[config.mk]
export PLATFORM = sky130hd
export DESIGN_NAME = timing_wheel_task_scheduler
export DESIGN_NICKNAME = d
export VERILOG_FILES = /design/src/rtl/core/tws_pkg.sv /design/src/rtl/core/tws_front.sv /design/src/rtl/core/tws_queue.sv /design/src/rtl/core/tws_back.sv /design/src/rtl/core/timing_wheel_task_scheduler.sv
export SDC_FILE = /design/constraint.sdc
export NUM_CORES = 1
export LEC_CHECK = 0
export ABC_AREA = 1
export BUFFER_PORTS_ARGS = -buffer_cell sky130_fd_sc_hd__buf_2
export CAP_MARGIN = 20
export CORE_MARGIN = 2
export CORE_UTILIZATION = 56
export CTS_CLUSTER_DIAMETER = 50
export DETAILED_ROUTE_END_ITERATION = 16
export PLACE_DENSITY = 0.73
export SLEW_MARGIN = 5
export SYNTH_ARGS = -nofsm -noshare
export SYNTH_HDL_FRONTEND = slang
export SYNTH_SLANG_ARGS = --single-unit
export TNS_END_PERCENT = 10
[constraint.sdc]
create_clock -name i_clk -period 7.55 [get_ports i_clk]
set_input_delay 1.51 -clock i_clk [delete_from_list [all_inputs] [get_ports i_clk]]
set_output_delay 1.51 -clock i_clk [all_outputs]
set_load 0.1 [all_outputs]
[src/rtl/core/tws_pkg.sv]
// Shared types and constants of the timing wheel task scheduler.
// Used by the front, queue, back and top level modules and by the checker.
package tws_pkg;

    // Default configuration
    localparam int DEF_MAX_ENTRIES = 16;
    localparam int DEF_WHEEL_SLOTS = 1000;

    // Field widths
    localparam int FIELD_W  = 16;
    localparam int TARGET_W = 8;
    localparam int ID_W     = 4;
    localparam int MS_W     = 32;
    localparam int TICK_W   = 10;
    localparam int RUN_W    = 8;

    localparam logic [RUN_W-1:0] RUN_MAX     = '1;
    localparam logic [MS_W-1:0]  MS_PER_TICK = 32'd10;

    // Dispatch emits at most this many entries per item
    localparam int RESULT_CAP = 16;
    localparam int EMIT_W     = $clog2(RESULT_CAP);

    // Command queue between front and back
    localparam int QUEUE_DEPTH = 2;

    typedef enum logic [1:0] {
        OP_ADD      = 2'd0,
        OP_DELETE   = 2'd1,
        OP_TICK     = 2'd2,
        OP_DISPATCH = 2'd3
    } t_op;

    typedef enum logic [1:0] {
        ST_OK    = 2'd0,
        ST_NONE  = 2'd1,
        ST_RANGE = 2'd2
    } t_status;

    // Classified command handed from front to back
    typedef struct packed {
        t_op                 op;
        logic [TICK_W-1:0]   delay_mod;
        logic [TICK_W-1:0]   reload;
        logic                periodic;
        logic [TARGET_W-1:0] target;
    } t_cmd;

    // One row of the task table
    typedef struct packed {
        logic [TICK_W-1:0] remain;
        logic [TICK_W-1:0] reload;
        logic              periodic;
        logic [RUN_W-1:0]  runs;
    } t_entry;

endpackage

[src/rtl/core/tws_front.sv]
// Front end: accepts items, reduces add delays and periods modulo the wheel size.
// Depends on tws_pkg; feeds tws_queue.
module tws_front #(
    parameter int WHEEL_SLOTS = tws_pkg::DEF_WHEEL_SLOTS
) (
    input  logic                          i_clk,
    input  logic                          i_rst_n,
    input  logic                          i_in_valid,
    output logic                          o_in_ready,
    input  logic [1:0]                    i_op,
    input  logic [tws_pkg::FIELD_W-1:0]   i_first_delay,
    input  logic [tws_pkg::FIELD_W-1:0]   i_repeat_period,
    input  logic [tws_pkg::TARGET_W-1:0]  i_target_id,
    input  logic                          i_q_full,
    output logic                          o_q_push,
    output tws_pkg::t_cmd                 o_q_cmd
);
    import tws_pkg::*;

    localparam int                 PROD_W   = 2 * FIELD_W;
    localparam logic [FIELD_W-1:0] W_F      = FIELD_W'(WHEEL_SLOTS);
    localparam logic [FIELD_W-1:0] RECIP    = FIELD_W'((1 << FIELD_W) / WHEEL_SLOTS);
    localparam logic [TICK_W-1:0]  W_RELOAD = TICK_W'(WHEEL_SLOTS - 1);

    typedef enum logic [1:0] {F_IDLE, F_MUL, F_SUB, F_PUSH} t_fstate;

    t_fstate              r_state;
    logic [FIELD_W-1:0]   r_dly;
    logic [FIELD_W-1:0]   r_per;
    logic [FIELD_W-1:0]   r_qd;
    logic [FIELD_W-1:0]   r_qp;
    logic                 r_periodic;
    logic [TARGET_W-1:0]  r_target;

    logic                 accept;
    logic [PROD_W-1:0]    dly_prod;
    logic [PROD_W-1:0]    per_prod;
    logic [PROD_W-1:0]    dly_back;
    logic [PROD_W-1:0]    per_back;
    logic [FIELD_W-1:0]   dly_fix;
    logic [FIELD_W-1:0]   per_fix;
    logic [TICK_W-1:0]    per_mod;
    t_cmd                 add_cmd;
    t_cmd                 pass_cmd;

    assign o_in_ready = (r_state == F_IDLE) && !i_q_full;
    assign accept     = i_in_valid && o_in_ready;

    // Estimate quotients by reciprocal; the estimate is low by at most one
    assign dly_prod = PROD_W'(r_dly) * PROD_W'(RECIP);
    assign per_prod = PROD_W'(r_per) * PROD_W'(RECIP);
    assign dly_back = PROD_W'(r_qd) * PROD_W'(W_F);
    assign per_back = PROD_W'(r_qp) * PROD_W'(W_F);

    // Fold a remainder left one wheel too high
    assign dly_fix = (r_dly >= W_F) ? r_dly - W_F : r_dly;
    assign per_fix = (r_per >= W_F) ? r_per - W_F : r_per;

    // Build the add command from the reduced values
    assign per_mod = per_fix[TICK_W-1:0];
    always_comb begin
        add_cmd.op        = OP_ADD;
        add_cmd.delay_mod = dly_fix[TICK_W-1:0];
        add_cmd.reload    = (per_mod == '0) ? W_RELOAD : per_mod - 1'b1;
        add_cmd.periodic  = r_periodic;
        add_cmd.target    = r_target;
    end

    // Other ops go straight to the queue
    always_comb begin
        pass_cmd.op        = t_op'(i_op);
        pass_cmd.delay_mod = '0;
        pass_cmd.reload    = '0;
        pass_cmd.periodic  = 1'b0;
        pass_cmd.target    = i_target_id;
    end

    assign o_q_push = (accept && (t_op'(i_op) != OP_ADD)) ||
                      ((r_state == F_PUSH) && !i_q_full);
    assign o_q_cmd  = (r_state == F_PUSH) ? add_cmd : pass_cmd;

    // Sequence the modulo steps
    always_ff @(posedge i_clk) begin
        if (!i_rst_n) begin
            r_state <= F_IDLE;
        end else begin
            unique case (r_state)
                F_IDLE: begin
                    if (accept && (t_op'(i_op) == OP_ADD)) begin
                        r_dly      <= i_first_delay;
                        r_per      <= i_repeat_period;
                        r_periodic <= (i_repeat_period != '0);
                        r_target   <= i_target_id;
                        r_state    <= F_MUL;
                    end
                end
                F_MUL: begin
                    r_qd    <= dly_prod[PROD_W-1:FIELD_W];
                    r_qp    <= per_prod[PROD_W-1:FIELD_W];
                    r_state <= F_SUB;
                end
                F_SUB: begin
                    r_dly   <= r_dly - dly_back[FIELD_W-1:0];
                    r_per   <= r_per - per_back[FIELD_W-1:0];
                    r_state <= F_PUSH;
                end
                F_PUSH: begin
                    if (!i_q_full) r_state <= F_IDLE;
                end
                default: r_state <= F_IDLE;
            endcase
        end
    end

endmodule

[src/rtl/core/tws_queue.sv]
// Short command queue that decouples the front end from the back end.
// Depends on tws_pkg for the command type and depth.
module tws_queue (
    input  logic          i_clk,
    input  logic          i_rst_n,
    input  logic          i_push,
    input  tws_pkg::t_cmd i_cmd,
    output logic          o_full,
    input  logic          i_pop,
    output tws_pkg::t_cmd o_cmd,
    output logic          o_valid
);
    import tws_pkg::*;

    localparam int PTR_W = (QUEUE_DEPTH > 1) ? $clog2(QUEUE_DEPTH) : 1;
    localparam int CNT_W = $clog2(QUEUE_DEPTH + 1);
    localparam logic [CNT_W-1:0] DEPTH_CNT = CNT_W'(QUEUE_DEPTH);
    localparam logic [PTR_W-1:0] LAST_PTR  = PTR_W'(QUEUE_DEPTH - 1);

    t_cmd             r_slot [QUEUE_DEPTH];
    logic [PTR_W-1:0] r_wr;
    logic [PTR_W-1:0] r_rd;
    logic [CNT_W-1:0] r_cnt;
    logic             do_push;
    logic             do_pop;

    assign o_full  = (r_cnt == DEPTH_CNT);
    assign o_valid = (r_cnt != '0);
    assign o_cmd   = r_slot[r_rd];
    assign do_push = i_push && !o_full;
    assign do_pop  = i_pop && o_valid;

    // Store items
    always_ff @(posedge i_clk) begin
        if (do_push) r_slot[r_wr] <= i_cmd;
    end

    // Advance pointers and fill count
    always_ff @(posedge i_clk) begin
        if (!i_rst_n) begin
            r_wr  <= '0;
            r_rd  <= '0;
            r_cnt <= '0;
        end else begin
            if (do_push) r_wr <= (r_wr == LAST_PTR) ? '0 : r_wr + 1'b1;
            if (do_pop)  r_rd <= (r_rd == LAST_PTR) ? '0 : r_rd + 1'b1;
            case ({do_push, do_pop})
                2'b10:   r_cnt <= r_cnt + 1'b1;
                2'b01:   r_cnt <= r_cnt - 1'b1;
                default: r_cnt <= r_cnt;
            endcase
        end
    end

endmodule

[src/rtl/core/tws_back.sv]
// Back end: task table, tick and dispatch walks, result register.
// Depends on tws_pkg; takes commands from tws_queue.
module tws_back #(
    parameter int MAX_ENTRIES = tws_pkg::DEF_MAX_ENTRIES
) (
    input  logic                     i_clk,
    input  logic                     i_rst_n,
    input  logic                     i_cmd_valid,
    input  tws_pkg::t_cmd            i_cmd,
    output logic                     o_cmd_pop,
    output logic                     o_out_valid,
    input  logic                     i_out_ready,
    output logic [tws_pkg::ID_W-1:0] o_task_id,
    output logic [1:0]               o_status,
    output logic [tws_pkg::MS_W-1:0] o_elapsed_ms,
    output logic                     o_last
);
    import tws_pkg::*;

    localparam int IDX_W = (MAX_ENTRIES > 1) ? $clog2(MAX_ENTRIES) : 1;
    localparam int CNT_W = $clog2(MAX_ENTRIES + 1);
    localparam logic [CNT_W-1:0]    N_CNT    = CNT_W'(MAX_ENTRIES);
    localparam logic [CNT_W-1:0]    N_LAST   = CNT_W'(MAX_ENTRIES - 1);
    localparam logic [TARGET_W-1:0] N_TARGET = TARGET_W'(MAX_ENTRIES);
    localparam logic [EMIT_W-1:0]   EMIT_END = EMIT_W'(RESULT_CAP - 1);

    typedef enum logic [1:0] {S_IDLE, S_ADD, S_SCAN, S_RESP} t_bstate;

    // Task table: valid and ready bits in flops, rows in memory
    t_entry                r_mem [MAX_ENTRIES];
    t_entry                r_rd;
    logic [MAX_ENTRIES-1:0] r_active;
    logic [MAX_ENTRIES-1:0] r_ready;
    logic [MS_W-1:0]       r_ms;

    t_bstate               r_state;
    t_cmd                  r_cmd;
    logic [CNT_W-1:0]      r_scan;
    logic                  r_b_vld;
    logic [IDX_W-1:0]      r_b_idx;
    logic [EMIT_W-1:0]     r_emit;
    logic [ID_W-1:0]       r_res_id;
    t_status               r_res_st;

    logic                  r_out_vld;
    logic [ID_W-1:0]       r_out_id;
    t_status               r_out_st;
    logic [MS_W-1:0]       r_out_ms;
    logic                  r_out_last;

    // Next values
    t_bstate               n_state;
    t_cmd                  n_cmd;
    logic [CNT_W-1:0]      n_scan;
    logic                  n_b_vld;
    logic [IDX_W-1:0]      n_b_idx;
    logic [EMIT_W-1:0]     n_emit;
    logic [ID_W-1:0]       n_res_id;
    t_status               n_res_st;
    logic [MAX_ENTRIES-1:0] n_active;
    logic [MAX_ENTRIES-1:0] n_ready;
    logic [MS_W-1:0]       n_ms;

    logic                  push;
    logic [ID_W-1:0]       push_id;
    t_status               push_st;
    logic                  push_last;

    logic                  mem_we;
    logic [IDX_W-1:0]      mem_wa;
    t_entry                mem_wd;
    logic                  mem_re;
    logic [IDX_W-1:0]      mem_ra;

    logic                  out_free;
    logic                  scan_more;
    logic                  any_above;
    logic                  disp_push;
    logic                  disp_last;
    logic                  stall;
    logic [IDX_W-1:0]      add_idx;
    logic [IDX_W-1:0]      del_idx;
    logic [IDX_W+ID_W-1:0] add_ext;
    logic [IDX_W+ID_W-1:0] b_ext;

    assign out_free  = !r_out_vld || i_out_ready;
    assign scan_more = (r_scan != N_CNT);
    assign add_idx   = r_scan[IDX_W-1:0];
    assign del_idx   = r_cmd.target[IDX_W-1:0];
    assign add_ext   = {{ID_W{1'b0}}, add_idx};
    assign b_ext     = {{ID_W{1'b0}}, r_b_idx};

    // Look for ready entries above the one under evaluation
    always_comb begin
        any_above = 1'b0;
        for (int e = 0; e < MAX_ENTRIES; e++) begin
            if (r_ready[e] && (e > int'(r_b_idx))) any_above = 1'b1;
        end
    end

    assign disp_push = (r_state == S_SCAN) && (r_cmd.op == OP_DISPATCH) &&
                       r_b_vld && r_ready[r_b_idx];
    assign disp_last = !any_above || (r_emit == EMIT_END);
    assign stall     = disp_push && !out_free;

    // Control and table updates
    always_comb begin
        n_state  = r_state;
        n_cmd    = r_cmd;
        n_scan   = r_scan;
        n_b_vld  = r_b_vld;
        n_b_idx  = r_b_idx;
        n_emit   = r_emit;
        n_res_id = r_res_id;
        n_res_st = r_res_st;
        n_active = r_active;
        n_ready  = r_ready;
        n_ms     = r_ms;
        push      = 1'b0;
        push_id   = '0;
        push_st   = ST_OK;
        push_last = 1'b1;
        mem_we   = 1'b0;
        mem_wa   = r_b_idx;
        mem_wd   = r_rd;
        mem_re   = 1'b0;
        mem_ra   = r_scan[IDX_W-1:0];
        o_cmd_pop = 1'b0;

        unique case (r_state)
            S_IDLE: begin
                if (i_cmd_valid) begin
                    o_cmd_pop = 1'b1;
                    n_cmd     = i_cmd;
                    n_scan    = '0;
                    n_b_vld   = 1'b0;
                    n_emit    = '0;
                    n_res_id  = '0;
                    n_res_st  = ST_OK;
                    unique case (i_cmd.op)
                        OP_ADD: n_state = S_ADD;
                        OP_DELETE: begin
                            n_state = S_RESP;
                            if (i_cmd.target >= N_TARGET) begin
                                n_res_st = ST_RANGE;
                            end else begin
                                n_res_id = i_cmd.target[ID_W-1:0];
                                n_active[i_cmd.target[IDX_W-1:0]] = 1'b0;
                                n_ready[i_cmd.target[IDX_W-1:0]]  = 1'b0;
                            end
                        end
                        OP_TICK: begin
                            n_ms    = r_ms + MS_PER_TICK;
                            n_state = S_SCAN;
                        end
                        OP_DISPATCH: begin
                            if (r_ready != '0) begin
                                n_state = S_SCAN;
                            end else begin
                                n_res_st = ST_NONE;
                                n_state  = S_RESP;
                            end
                        end
                        default: n_state = S_IDLE;
                    endcase
                end
            end

            S_ADD: begin
                // Take the lowest free entry
                if (!r_active[add_idx]) begin
                    mem_we          = 1'b1;
                    mem_wa          = add_idx;
                    mem_wd.remain   = r_cmd.delay_mod;
                    mem_wd.reload   = r_cmd.reload;
                    mem_wd.periodic = r_cmd.periodic;
                    mem_wd.runs     = '0;
                    n_active[add_idx] = 1'b1;
                    n_ready[add_idx]  = 1'b0;
                    n_res_id = add_ext[ID_W-1:0];
                    n_res_st = ST_OK;
                    n_state  = S_RESP;
                end else if (r_scan == N_LAST) begin
                    n_res_st = ST_NONE;
                    n_state  = S_RESP;
                end else begin
                    n_scan = r_scan + 1'b1;
                end
            end

            S_SCAN: begin
                if (!stall) begin
                    // Evaluate the row last read into r_rd
                    if (r_b_vld) begin
                        if (r_cmd.op == OP_TICK) begin
                            if (r_active[r_b_idx]) begin
                                mem_we = 1'b1;
                                if (r_rd.remain == '0) begin
                                    n_ready[r_b_idx] = 1'b1;
                                    if (r_rd.periodic) begin
                                        if (r_rd.runs != RUN_MAX) mem_wd.runs = r_rd.runs + 1'b1;
                                        mem_wd.remain = r_rd.reload;
                                    end else if (r_rd.runs == '0) begin
                                        mem_wd.runs = RUN_W'(1);
                                    end
                                end else begin
                                    mem_wd.remain = r_rd.remain - 1'b1;
                                end
                            end
                        end else if (disp_push) begin
                            push      = 1'b1;
                            push_id   = b_ext[ID_W-1:0];
                            push_last = disp_last;
                            n_emit    = r_emit + 1'b1;
                            if (r_rd.periodic) begin
                                mem_we           = 1'b1;
                                mem_wd.runs      = r_rd.runs - 1'b1;
                                n_ready[r_b_idx] = (r_rd.runs != RUN_W'(1));
                            end else begin
                                n_active[r_b_idx] = 1'b0;
                                n_ready[r_b_idx]  = 1'b0;
                            end
                            if (disp_last) n_state = S_IDLE;
                        end
                    end
                    // Issue the next read
                    if (scan_more) begin
                        mem_re  = 1'b1;
                        n_b_vld = 1'b1;
                        n_b_idx = r_scan[IDX_W-1:0];
                        n_scan  = r_scan + 1'b1;
                    end else begin
                        n_b_vld = 1'b0;
                        if (!r_b_vld) begin
                            n_state  = (r_cmd.op == OP_TICK) ? S_RESP : S_IDLE;
                            n_res_id = '0;
                            n_res_st = ST_OK;
                        end
                    end
                end
            end

            S_RESP: begin
                if (out_free) begin
                    push    = 1'b1;
                    push_id = r_res_id;
                    push_st = r_res_st;
                    n_state = S_IDLE;
                end
            end

            default: n_state = S_IDLE;
        endcase
    end

    // Table rows: write one, read one per cycle
    always_ff @(posedge i_clk) begin
        if (mem_we) r_mem[mem_wa] <= mem_wd;
        if (mem_re) r_rd <= r_mem[mem_ra];
    end

    // State, table bits and result register
    always_ff @(posedge i_clk) begin
        if (!i_rst_n) begin
            r_state   <= S_IDLE;
            r_active  <= '0;
            r_ready   <= '0;
            r_ms      <= '0;
            r_scan    <= '0;
            r_b_vld   <= 1'b0;
            r_emit    <= '0;
            r_out_vld <= 1'b0;
        end else begin
            r_state  <= n_state;
            r_cmd    <= n_cmd;
            r_scan   <= n_scan;
            r_b_vld  <= n_b_vld;
            r_b_idx  <= n_b_idx;
            r_emit   <= n_emit;
            r_res_id <= n_res_id;
            r_res_st <= n_res_st;
            r_active <= n_active;
            r_ready  <= n_ready;
            r_ms     <= n_ms;
            if (push) begin
                r_out_vld  <= 1'b1;
                r_out_id   <= push_id;
                r_out_st   <= push_st;
                r_out_ms   <= r_ms;
                r_out_last <= push_last;
            end else if (i_out_ready) begin
                r_out_vld <= 1'b0;
            end
        end
    end

    assign o_out_valid  = r_out_vld;
    assign o_task_id    = r_out_id;
    assign o_status     = r_out_st;
    assign o_elapsed_ms = r_out_ms;
    assign o_last       = r_out_last;

endmodule

[src/rtl/core/timing_wheel_task_scheduler.sv]
// Timing wheel task scheduler.
// Input channel (i_in_valid / o_in_ready) takes one item: op, first delay,
// repeat period and target id. Output channel (o_out_valid / i_out_ready)
// gives result items: task id, status, elapsed milliseconds and a last flag
// on the final result of each item.
// Add: the modulo unit of the front end steps through F_MUL, F_SUB and
// F_PUSH, then the back end walks the valid bits for the lowest free entry.
// Delete needs no walk. Tick walks the table one row per cycle through the
// single read port and write port of the row memory. Dispatch walks the
// rows the same way and gives a result for each ready entry that the walk
// reaches, holding the walk while a result waits untaken; with nothing
// ready, it gives a single result with no walk.
// A two-entry command queue lets the front accept further items while the
// back is busy or a result waits in the output register.
// Reset clears the valid and ready bits of every entry and the millisecond
// counter; rows are rewritten on add, so no clearing pass is needed.
// When the receiver stalls, the back end holds its walk and the result
// register keeps its payload until taken.
// Depends on tws_pkg, tws_front, tws_queue and tws_back.
module timing_wheel_task_scheduler #(
    parameter int MAX_ENTRIES = tws_pkg::DEF_MAX_ENTRIES,
    parameter int WHEEL_SLOTS = tws_pkg::DEF_WHEEL_SLOTS
) (
    input  logic                         i_clk,
    input  logic                         i_rst_n,
    input  logic                         i_in_valid,
    output logic                         o_in_ready,
    input  logic [1:0]                   i_op,
    input  logic [tws_pkg::FIELD_W-1:0]  i_first_delay,
    input  logic [tws_pkg::FIELD_W-1:0]  i_repeat_period,
    input  logic [tws_pkg::TARGET_W-1:0] i_target_id,
    output logic                         o_out_valid,
    input  logic                         i_out_ready,
    output logic [tws_pkg::ID_W-1:0]     o_task_id,
    output logic [1:0]                   o_status,
    output logic [tws_pkg::MS_W-1:0]     o_elapsed_ms,
    output logic                         o_last
);
    import tws_pkg::*;

    logic q_full;
    logic q_push;
    t_cmd q_in_cmd;
    logic q_pop;
    t_cmd q_out_cmd;
    logic q_valid;

    tws_front #(
        .WHEEL_SLOTS(WHEEL_SLOTS)
    ) u_front (
        .i_clk          (i_clk),
        .i_rst_n        (i_rst_n),
        .i_in_valid     (i_in_valid),
        .o_in_ready     (o_in_ready),
        .i_op           (i_op),
        .i_first_delay  (i_first_delay),
        .i_repeat_period(i_repeat_period),
        .i_target_id    (i_target_id),
        .i_q_full       (q_full),
        .o_q_push       (q_push),
        .o_q_cmd        (q_in_cmd)
    );

    tws_queue u_queue (
        .i_clk  (i_clk),
        .i_rst_n(i_rst_n),
        .i_push (q_push),
        .i_cmd  (q_in_cmd),
        .o_full (q_full),
        .i_pop  (q_pop),
        .o_cmd  (q_out_cmd),
        .o_valid(q_valid)
    );

    tws_back #(
        .MAX_ENTRIES(MAX_ENTRIES)
    ) u_back (
        .i_clk       (i_clk),
        .i_rst_n     (i_rst_n),
        .i_cmd_valid (q_valid),
        .i_cmd       (q_out_cmd),
        .o_cmd_pop   (q_pop),
        .o_out_valid (o_out_valid),
        .i_out_ready (i_out_ready),
        .o_task_id   (o_task_id),
        .o_status    (o_status),
        .o_elapsed_ms(o_elapsed_ms),
        .o_last      (o_last)
    );

endmodule

==> impl_results.md, run 1 <==
- Outcome: finished clean
- Final #Nets: roughly 4000
- Clock share of power: 0.256
- Vias: roughly 28000
- Synthesis Warnings: 0
- Seq/Total Area, Yosys: 0.590
- Gr usage total: 0.272
- Initial antenna violation count: 0
- Largest net degree at the start of global routing: about 230
- Max H-tree Level: 3
- CTS tree: yes
- Clk slew on worst S/H paths: approximately 60 ps
- CP max stage delay: 580 ps
- TritonRoute pass-1 iters: 8
- # diodes: 0
- Critical path class: reg2reg
- Drt initial violations: between 3000 and 4000
- Slowest cell on crit path: fa_1
- Die extent in x: about 260 um
- Leakage: between 15 and 20 nW
- EDFF count, synth: around 680
- Worst EP arrival: approximately 6200 ps
- Inserted Clock Buffers: between 90 and 100
- Switching power: between 6 and 7 mW
- GPL Wtd Cong: around 0.94
- Clock tree sinks: roughly 760
- Post-Route Hold Slack: roughly 440 ps
- Remaining antenna violation count: 0
- Total negative slack: 0 ps
- I/O Buffers: 85
- Layout area overhead: 11.6%
- Worst-Skew Late Latency: approximately 670 ps
- Post-DP HPWL: 57000 um
- Synth Area in Compound Gates: 0.115
- Slew Limit Fails: 0
- Vias per inst: 5.88
- Flop pwr share: 0.356
- Core Box Area: 0.0660 mm^2
- Synth Flop Type: edfxtp_1
- Unique masters post-synth: a little under 60
- Critical path startpoint category: flop
- Sw Share: 0.389
- Post-Syn Instances: 3705
- Vias in the first global route: 26613
- Congestion Overflow GR: 0
- Internal: between 10 and 15 mW
- WL per Instance: slightly above 20 um
- Mapped Area: ~0.037 mm^2
- Fraction of layout cells with a size suffix above 1: 0.0899
- XOR/XNOR Fraction of Synth Area: 0.0150
- Initial Util: 0.568
- Crit-path most repeated cell: inv_1
- Final worst path period need: roughly 5700 ps
- Max Cap Violations: 0
- Syn_area_per_cell: ~10 um^2
- Filler cells: between 5000 and 6000
- Post-layout total power: around 17 mW
- Slew @ Worst Pin: 1280 ps
- Max IR drop VDD: ~0.7 mV
- Cell row count: 94
- First-pass GRT wire length: 147000 um
- Tcrit/Tclk final: 0.761
- DRT Wirelength: between 90000 and 100000 um
- Post-synth top area share: 0.546
- Slew HR: 0.147
- Flops & latches, synth: 764
- Critical Path Sink Type: flop
- Req. time, crit path: a little under 8000 ps
- Max frequency: between 150 and 200 MHz
- Post-synth top cells: 689 x nand2_1, 681 x edfxtp_1, 478 x nor2_1, 385 x o21ai_0, 291 x inv_1
- Clock Path Buffers: 3
- Largest family of logic cells by synthesized area: simple AND/OR/NAND/NOR gates
- Die area: between 0.06 and 0.07 mm^2
- Most frequent cell after synthesis: nand2_1
- Ys async rst share: 0
- Residual DRC: 0
- Delay-heaviest family, CP: adder cells
- Cell taking the most area after synthesis: edfxtp_1
- Worst Path Buf+Inv: 5
- Endpoints failing hold: 0
- PD cells: ~400 mW/mm^2
- I/O Pins: between 80 and 90
- Hold Crit Class: reg2reg
- Die Ht: ~260 um
- Logic pwr share: 0.388
- Setup Viol. Count Final: 0
- Root Buffer: clkbuf_16
- Final Skew: about 29 ps
- Mux contribution to synthesized area: 0
- Setup Buffers After CTS: 0
- Post-CTS Hold Fix Bufs: 0
- Post-cts sizing count: 0
- Synth Area in Adders: 0.0691
- RSZ-0062 raised after global routing: false
- Worst-path fanout max: 6
- Synth Area in Simple Gates: 0.163
- Net count after synthesis: ~4000
- Synth top area cells: edfxtp_1 55%, nand2_1 6.9%, o21ai_0 5.1%
[state kept, by name (all words and copies together), names as in the netlist, 4 cells and up, named ones only]
signal               flops
u_front.r_qd             7
u_back.r_ms             31
u_back.r_cmd            23
u_back.r_emit            4
u_back.o_elapsed_ms     31
u_back.r_scan            5
u_front.r_qp             7
u_back.r_mem           464
u_back.r_res_id          4
u_queue.r_slot          62
u_front.r_dly           16
u_back.r_rd             29
u_front.r_target         8
u_back.r_active         16
u_front.r_per           16
u_back.r_ready          16
u_back.o_task_id         4
u_back.r_b_idx           4
[placed cells by master, fill, tap and decap left out, types with 6 or more instances in the layout]
master       n
o2111ai_1    8
clkinv_1    20
ha_1       146
nor3b_1      6
clkbuf_16   93
o21ai_0    385
buf_2       85
a31oi_1     12
o211ai_1    11
nor2_4      25
buf_4       44
a21oi_1    172
nor3_1      45
clkinv_2    11
fa_1        38
nand3_1    123
a221oi_1     9
o21ai_1     10
inv_6        9
inv_1      290
nand4_1     51
o22ai_1    123
xnor2_1     19
clkbuf_1    19
nor2_1     456
a211oi_1    12
inv_2       12
nor2_2      11
or2_2        6
xor2_1      45
nor4_1      13
o21a_1       7
a22oi_1     10
nand2_1    689
edfxtp_1   681
dfxtp_1     81
[cell type report]
| type | instances | area (um^2) | share of cell area |
|---|---|---|---|
| Multi-Input combinational cell | 2477 | 13700 | 0.328 |
| Clock inverter | 55 | 500 | 0.0120 |
| Clock buffer | 114 | 2430 | 0.0581 |
| Inverter | 308 | 1160 | 0.0278 |
| Tap cell | 864 | 1080 | 0.0259 |
| Timing Repair Buffer | 131 | 791 | 0.0189 |
| Sequential cell | 764 | 22100 | 0.529 |
[final timing paths]
| kind | start | end | slack, ps | cells past startpoint |
|---|---|---|---|---|
| setup / recovery | u_front.r_qp[1] | u_front.r_per[15] | 1800 | 25 |
| hold reg to reg | u_back.r_ms[25] | u_back.o_elapsed_ms[25] | 440 | 0 |
| hold / removal | u_back.r_ms[25] | u_back.o_elapsed_ms[25] | 440 | 0 |
| setup reg to reg | u_front.r_qp[1] | u_front.r_per[15] | 1800 | 25 |
[power groups by stage]
stage                     sequential (mW)  clock, mW  combinational [mW]
after floorplan                      5.93          0                4.74
after global placement               5.97          0                6.21
after detailed placement             5.97          0                6.29
after CTS                            5.89       4.28                6.33
after global routing                 5.93       4.45                7.25
final                                5.90       4.24                6.43
[worst register-to-register path: stages (launching register included)]
cell and delay, ps:
edfxtp_1 530, fa_1 580, inv_1 60, fa_1 500, inv_1 60, fa_1 500
inv_1 50, fa_1 490, inv_1 40, ha_1 350, nand2_1 70, o21ai_0 280
a21oi_1 110, o21bai_1 210, a21oi_1 100, o21a_1 180, xor2_1 140, ha_1 310
inv_1 70, nor3_1 230, nand2_1 90, o311ai_0 90, a31oi_1 100, nand3b_1 180
nand3_1 80, nand2_1 70
[per-stage QoR]
| stage | std cells | instance area (um^2) | util | setup WS, ps |
|---|---|---|---|---|
| after global routing | 4713 | 41800 | 0.633 | 1310 |
| after CTS | 4709 | 41700 | 0.633 | 1810 |
| after floorplan | 3705 | 37400 | - | 2240 |
| after global placement | 4540 | 38800 | 0.588 | 1910 |
| final | 4713 | 41800 | 0.633 | 1800 |
| after detailed placement | 4540 | 38800 | 0.588 | 1830 |
[layer usage]
layer / GRT usage / share of wire
met5: 0 / 0
met4: 0.115 / 0.038
met3: 0.0379 / 0.075
met2: 0.450 / 0.48
met1: 0.362 / 0.41
[cell families (layout without fill, tap and decap cells)]
| logic type | count (synthesis) | in the layout |
|---|---|---|
| and+or+nand+nor | 1449 | 1449 |
| AOI/OAI and AO/OA | 779 | 779 |
| DFF | 764 | 764 |
| buffers and inverters | 464 | 608 |
| adders and majority gates | 184 | 184 |
| xor gates and xnor gates | 64 | 64 |
| other | 1 | 1 |
(Power assumes the default switching activity.)
==> inputs of run 2 (changes only) <==
Settings changed: PLACE_DENSITY 0.73 to 0.75.
Clock period 7.55 ns to 4.9 ns, I/O delays scaled along.
==> run 2 against run 1 <==
Against the previous run: first-iteration DRC count rose by 12%; the flow now finishes with violations (negative setup slack); register-to-register slack got worse by 2000 ps; core utilization rose by 0.77 points; final cell count rose by 0.81%; critical endpoint unchanged; largest cell class unchanged.
==> impl_results.md, run 2 (synthesis results as in run 1) <==
- Outcome: complete, but fails checks
- Failing checks: negative setup slack
- Die extent in x: between 200 and 300 um
- Die Ht: 263 um
- Hold Crit Class: reg2reg
- Max Cap Violations: 0
- CP cell instances: fa_1 > inv_1 > fa_1 > inv_1 > fa_1 > inv_2 > fa_1 > inv_2 > ha_4 > a21oi_1 > o21ai_2 > buf_4 > buf_4 > buf_4 > xnor2_1 > ha_1 > nand2_1 > o21ai_0 > nand2_1 > o311ai_1 > a31oi_1 > nand3b_1 > nand3_1 > nand2_1
- Slew @ Worst Pin: 1240 ps
- Leakage: ~16 nW
- Slew HR: 0.174
- Residual DRC: 0
- Worst EP arrival: 5550 ps
- Critical path startpoint category: flop
- Gr usage total: 0.269
- WL per Instance: roughly 20 um
- I/O Buffers: between 80 and 90
- Initial Util: 0.568
- Post-DP HPWL: approximately 57000 um
- TritonRoute pass-1 iters: 6
- Filler cells: between 5000 and 6000
- Switching power: roughly 10 mW
- Cell row count: 94
- PD cells: 638 mW/mm^2
- Post-layout total power: ~27 mW
- Worst-Skew Late Latency: 660 ps
- Setup Viol. Count Final: 8
- Worst Path Buf+Inv: 7
- Most frequent cells in the layout: 687 x nand2_1, 681 x edfxtp_1, 454 x nor2_1
- Logic pwr share: 0.425
- Fraction of layout cells with a size suffix above 1: 0.109
- Inserted Clock Buffers: a little under 90
- Core Box Area: roughly 0.066 mm^2
- Most common cell after layout, fill and taps aside: nand2_1
- Drt initial violations: between 3000 and 4000
- Critical path class: reg2reg
- Area post-placement: around 0.04 mm^2
- Placed instance count: 4582
- Max reg flops: 464
- Clk slew on worst S/H paths: around 60 ps
- Post-Route Hold Slack: 448 ps
- First-pass GRT wire length: approximately 150000 um
- Slew Limit Fails: 0
- Tcrit/Tclk final: 1.05
- Largest net degree at the start of global routing: around 230
- Critical Path Sink Type: flop
- # diodes: 0
- Max H-tree Level: 3
- RSZ-0062 raised after global routing: true
- Layout area overhead: 12.9%
- Final std cells w/o fill: approximately 4800
- Flop pwr share: 0.335
- Endpoints failing hold: 0
- Design Area, Final: approximately 0.042 mm^2
- Vias in the first global route: 26364
- Reg with most FFs: u_back.r_mem
- Clock share of power: 0.240
- Req. time, crit path: around 5300 ps
- I/O Pins: 87
- Initial antenna violation count: 0
- Die area: between 0.06 and 0.07 mm^2
- Remaining antenna violation count: 0
- Congestion Overflow GR: 0
- Top flop regs: u_back.r_mem x464, u_queue.r_slot x62
- Clock Path Buffers: 3
- Final Core Density: 0.641
- CTS tree: yes
- Delay-heaviest family, CP: adder cells
- Worst-path fanout max: 3
- Max frequency: just under 200 MHz
- Final worst path period need: roughly 5100 ps
- Crit-path most repeated cell: fa_1
- Root Buffer: clkbuf_16
- Final Skew: around 30 ps
- DRT Wirelength: 93500 um
- Final #Nets: 4046
- Vias: 27911
- Max IR drop VDD: about 1.3 mV
- Slowest cell on crit path: fa_1
- Clock tree sinks: between 700 and 800
- GPL Wtd Cong: 0.937
- Setup WS post-layout: -248 ps
- CP max stage delay: ~600 ps
- Sw Share: 0.386
- Internal: 16.6 mW
- Vias per inst: between 5 and 6
run 2: changes by cell type in the layout (fill, tap and decap cells not counted), moves of 5 or more:
cell	before	now
a21oi_2	1	6
a21oi_1	172	166
inv_1	290	285
buf_4	44	86
clkinv_1	20	12
o21ai_0	385	378
run 2: cell type report:
class | count | area, um^2 | share of cell area
clock buffer | 112 | 2330 | 0.0552
inverter | 308 | 1160 | 0.0275
tap | 864 | 1080 | 0.0256
clock inverter | 48 | 529 | 0.0125
sequential | 764 | 22100 | 0.523
multi-input combinational | 2477 | 13900 | 0.328
timing repair buffer | 178 | 1200 | 0.0283
run 2: timing repair:
| action | 4_1_cts | 5_1_grt |
|---|---|---|
| pin swaps | 10 | 11 |
| hold buffers | 0 | 0 |
| setup buffers | 4 | 2 |
| gates resized for setup | 10 | 16 |
| endpoints found under the setup margin | 7 | 10 |
| hold endpoints to repair | 0 | 0 |
run 2: path summary, 6_finish.rpt:
check | start | to | slack, ps | depth (start not counted)
max | u_front.r_qp[1] | u_front.r_per[15] | -250 | 24
min | u_back.r_ms[25] | u_back.o_elapsed_ms[25] | 450 | 0
max reg2reg | u_front.r_qp[1] | u_front.r_per[15] | -250 | 24
min reg2reg | u_back.r_ms[25] | u_back.o_elapsed_ms[25] | 450 | 0
run 2: routing by layer:
metal / global-route usage / wire, um / up-vias
met5: 0 / 0 / -
met4: 0.108 / 3370 / 0
met3: 0.0386 / 7740 / 237
met2: 0.436 / 44500 / 1230
met1: 0.369 / 37900 / 13266
li1: - / - / 13178
run 2: through the flow:
step	setup WS (ps)	setup TNS (ps)
after CTS	-256	-784
after detailed placement	-280	-1270
after global routing	-532	-3050
final	-248	-841
after floorplan	-133	-261
after global placement	-198	-824
run 2: power groups by stage:
stage,combinational [mW],clock [mW],sequential [mW]
2_1_floorplan,7.50,0,9.14
6_report,11.5,6.46,9.04
3_5_place_dp,10.8,0,9.16
4_1_cts,11.1,6.50,9.03
5_1_grt,12.8,6.78,9.09
3_3_place_gp,10.5,0,9.15
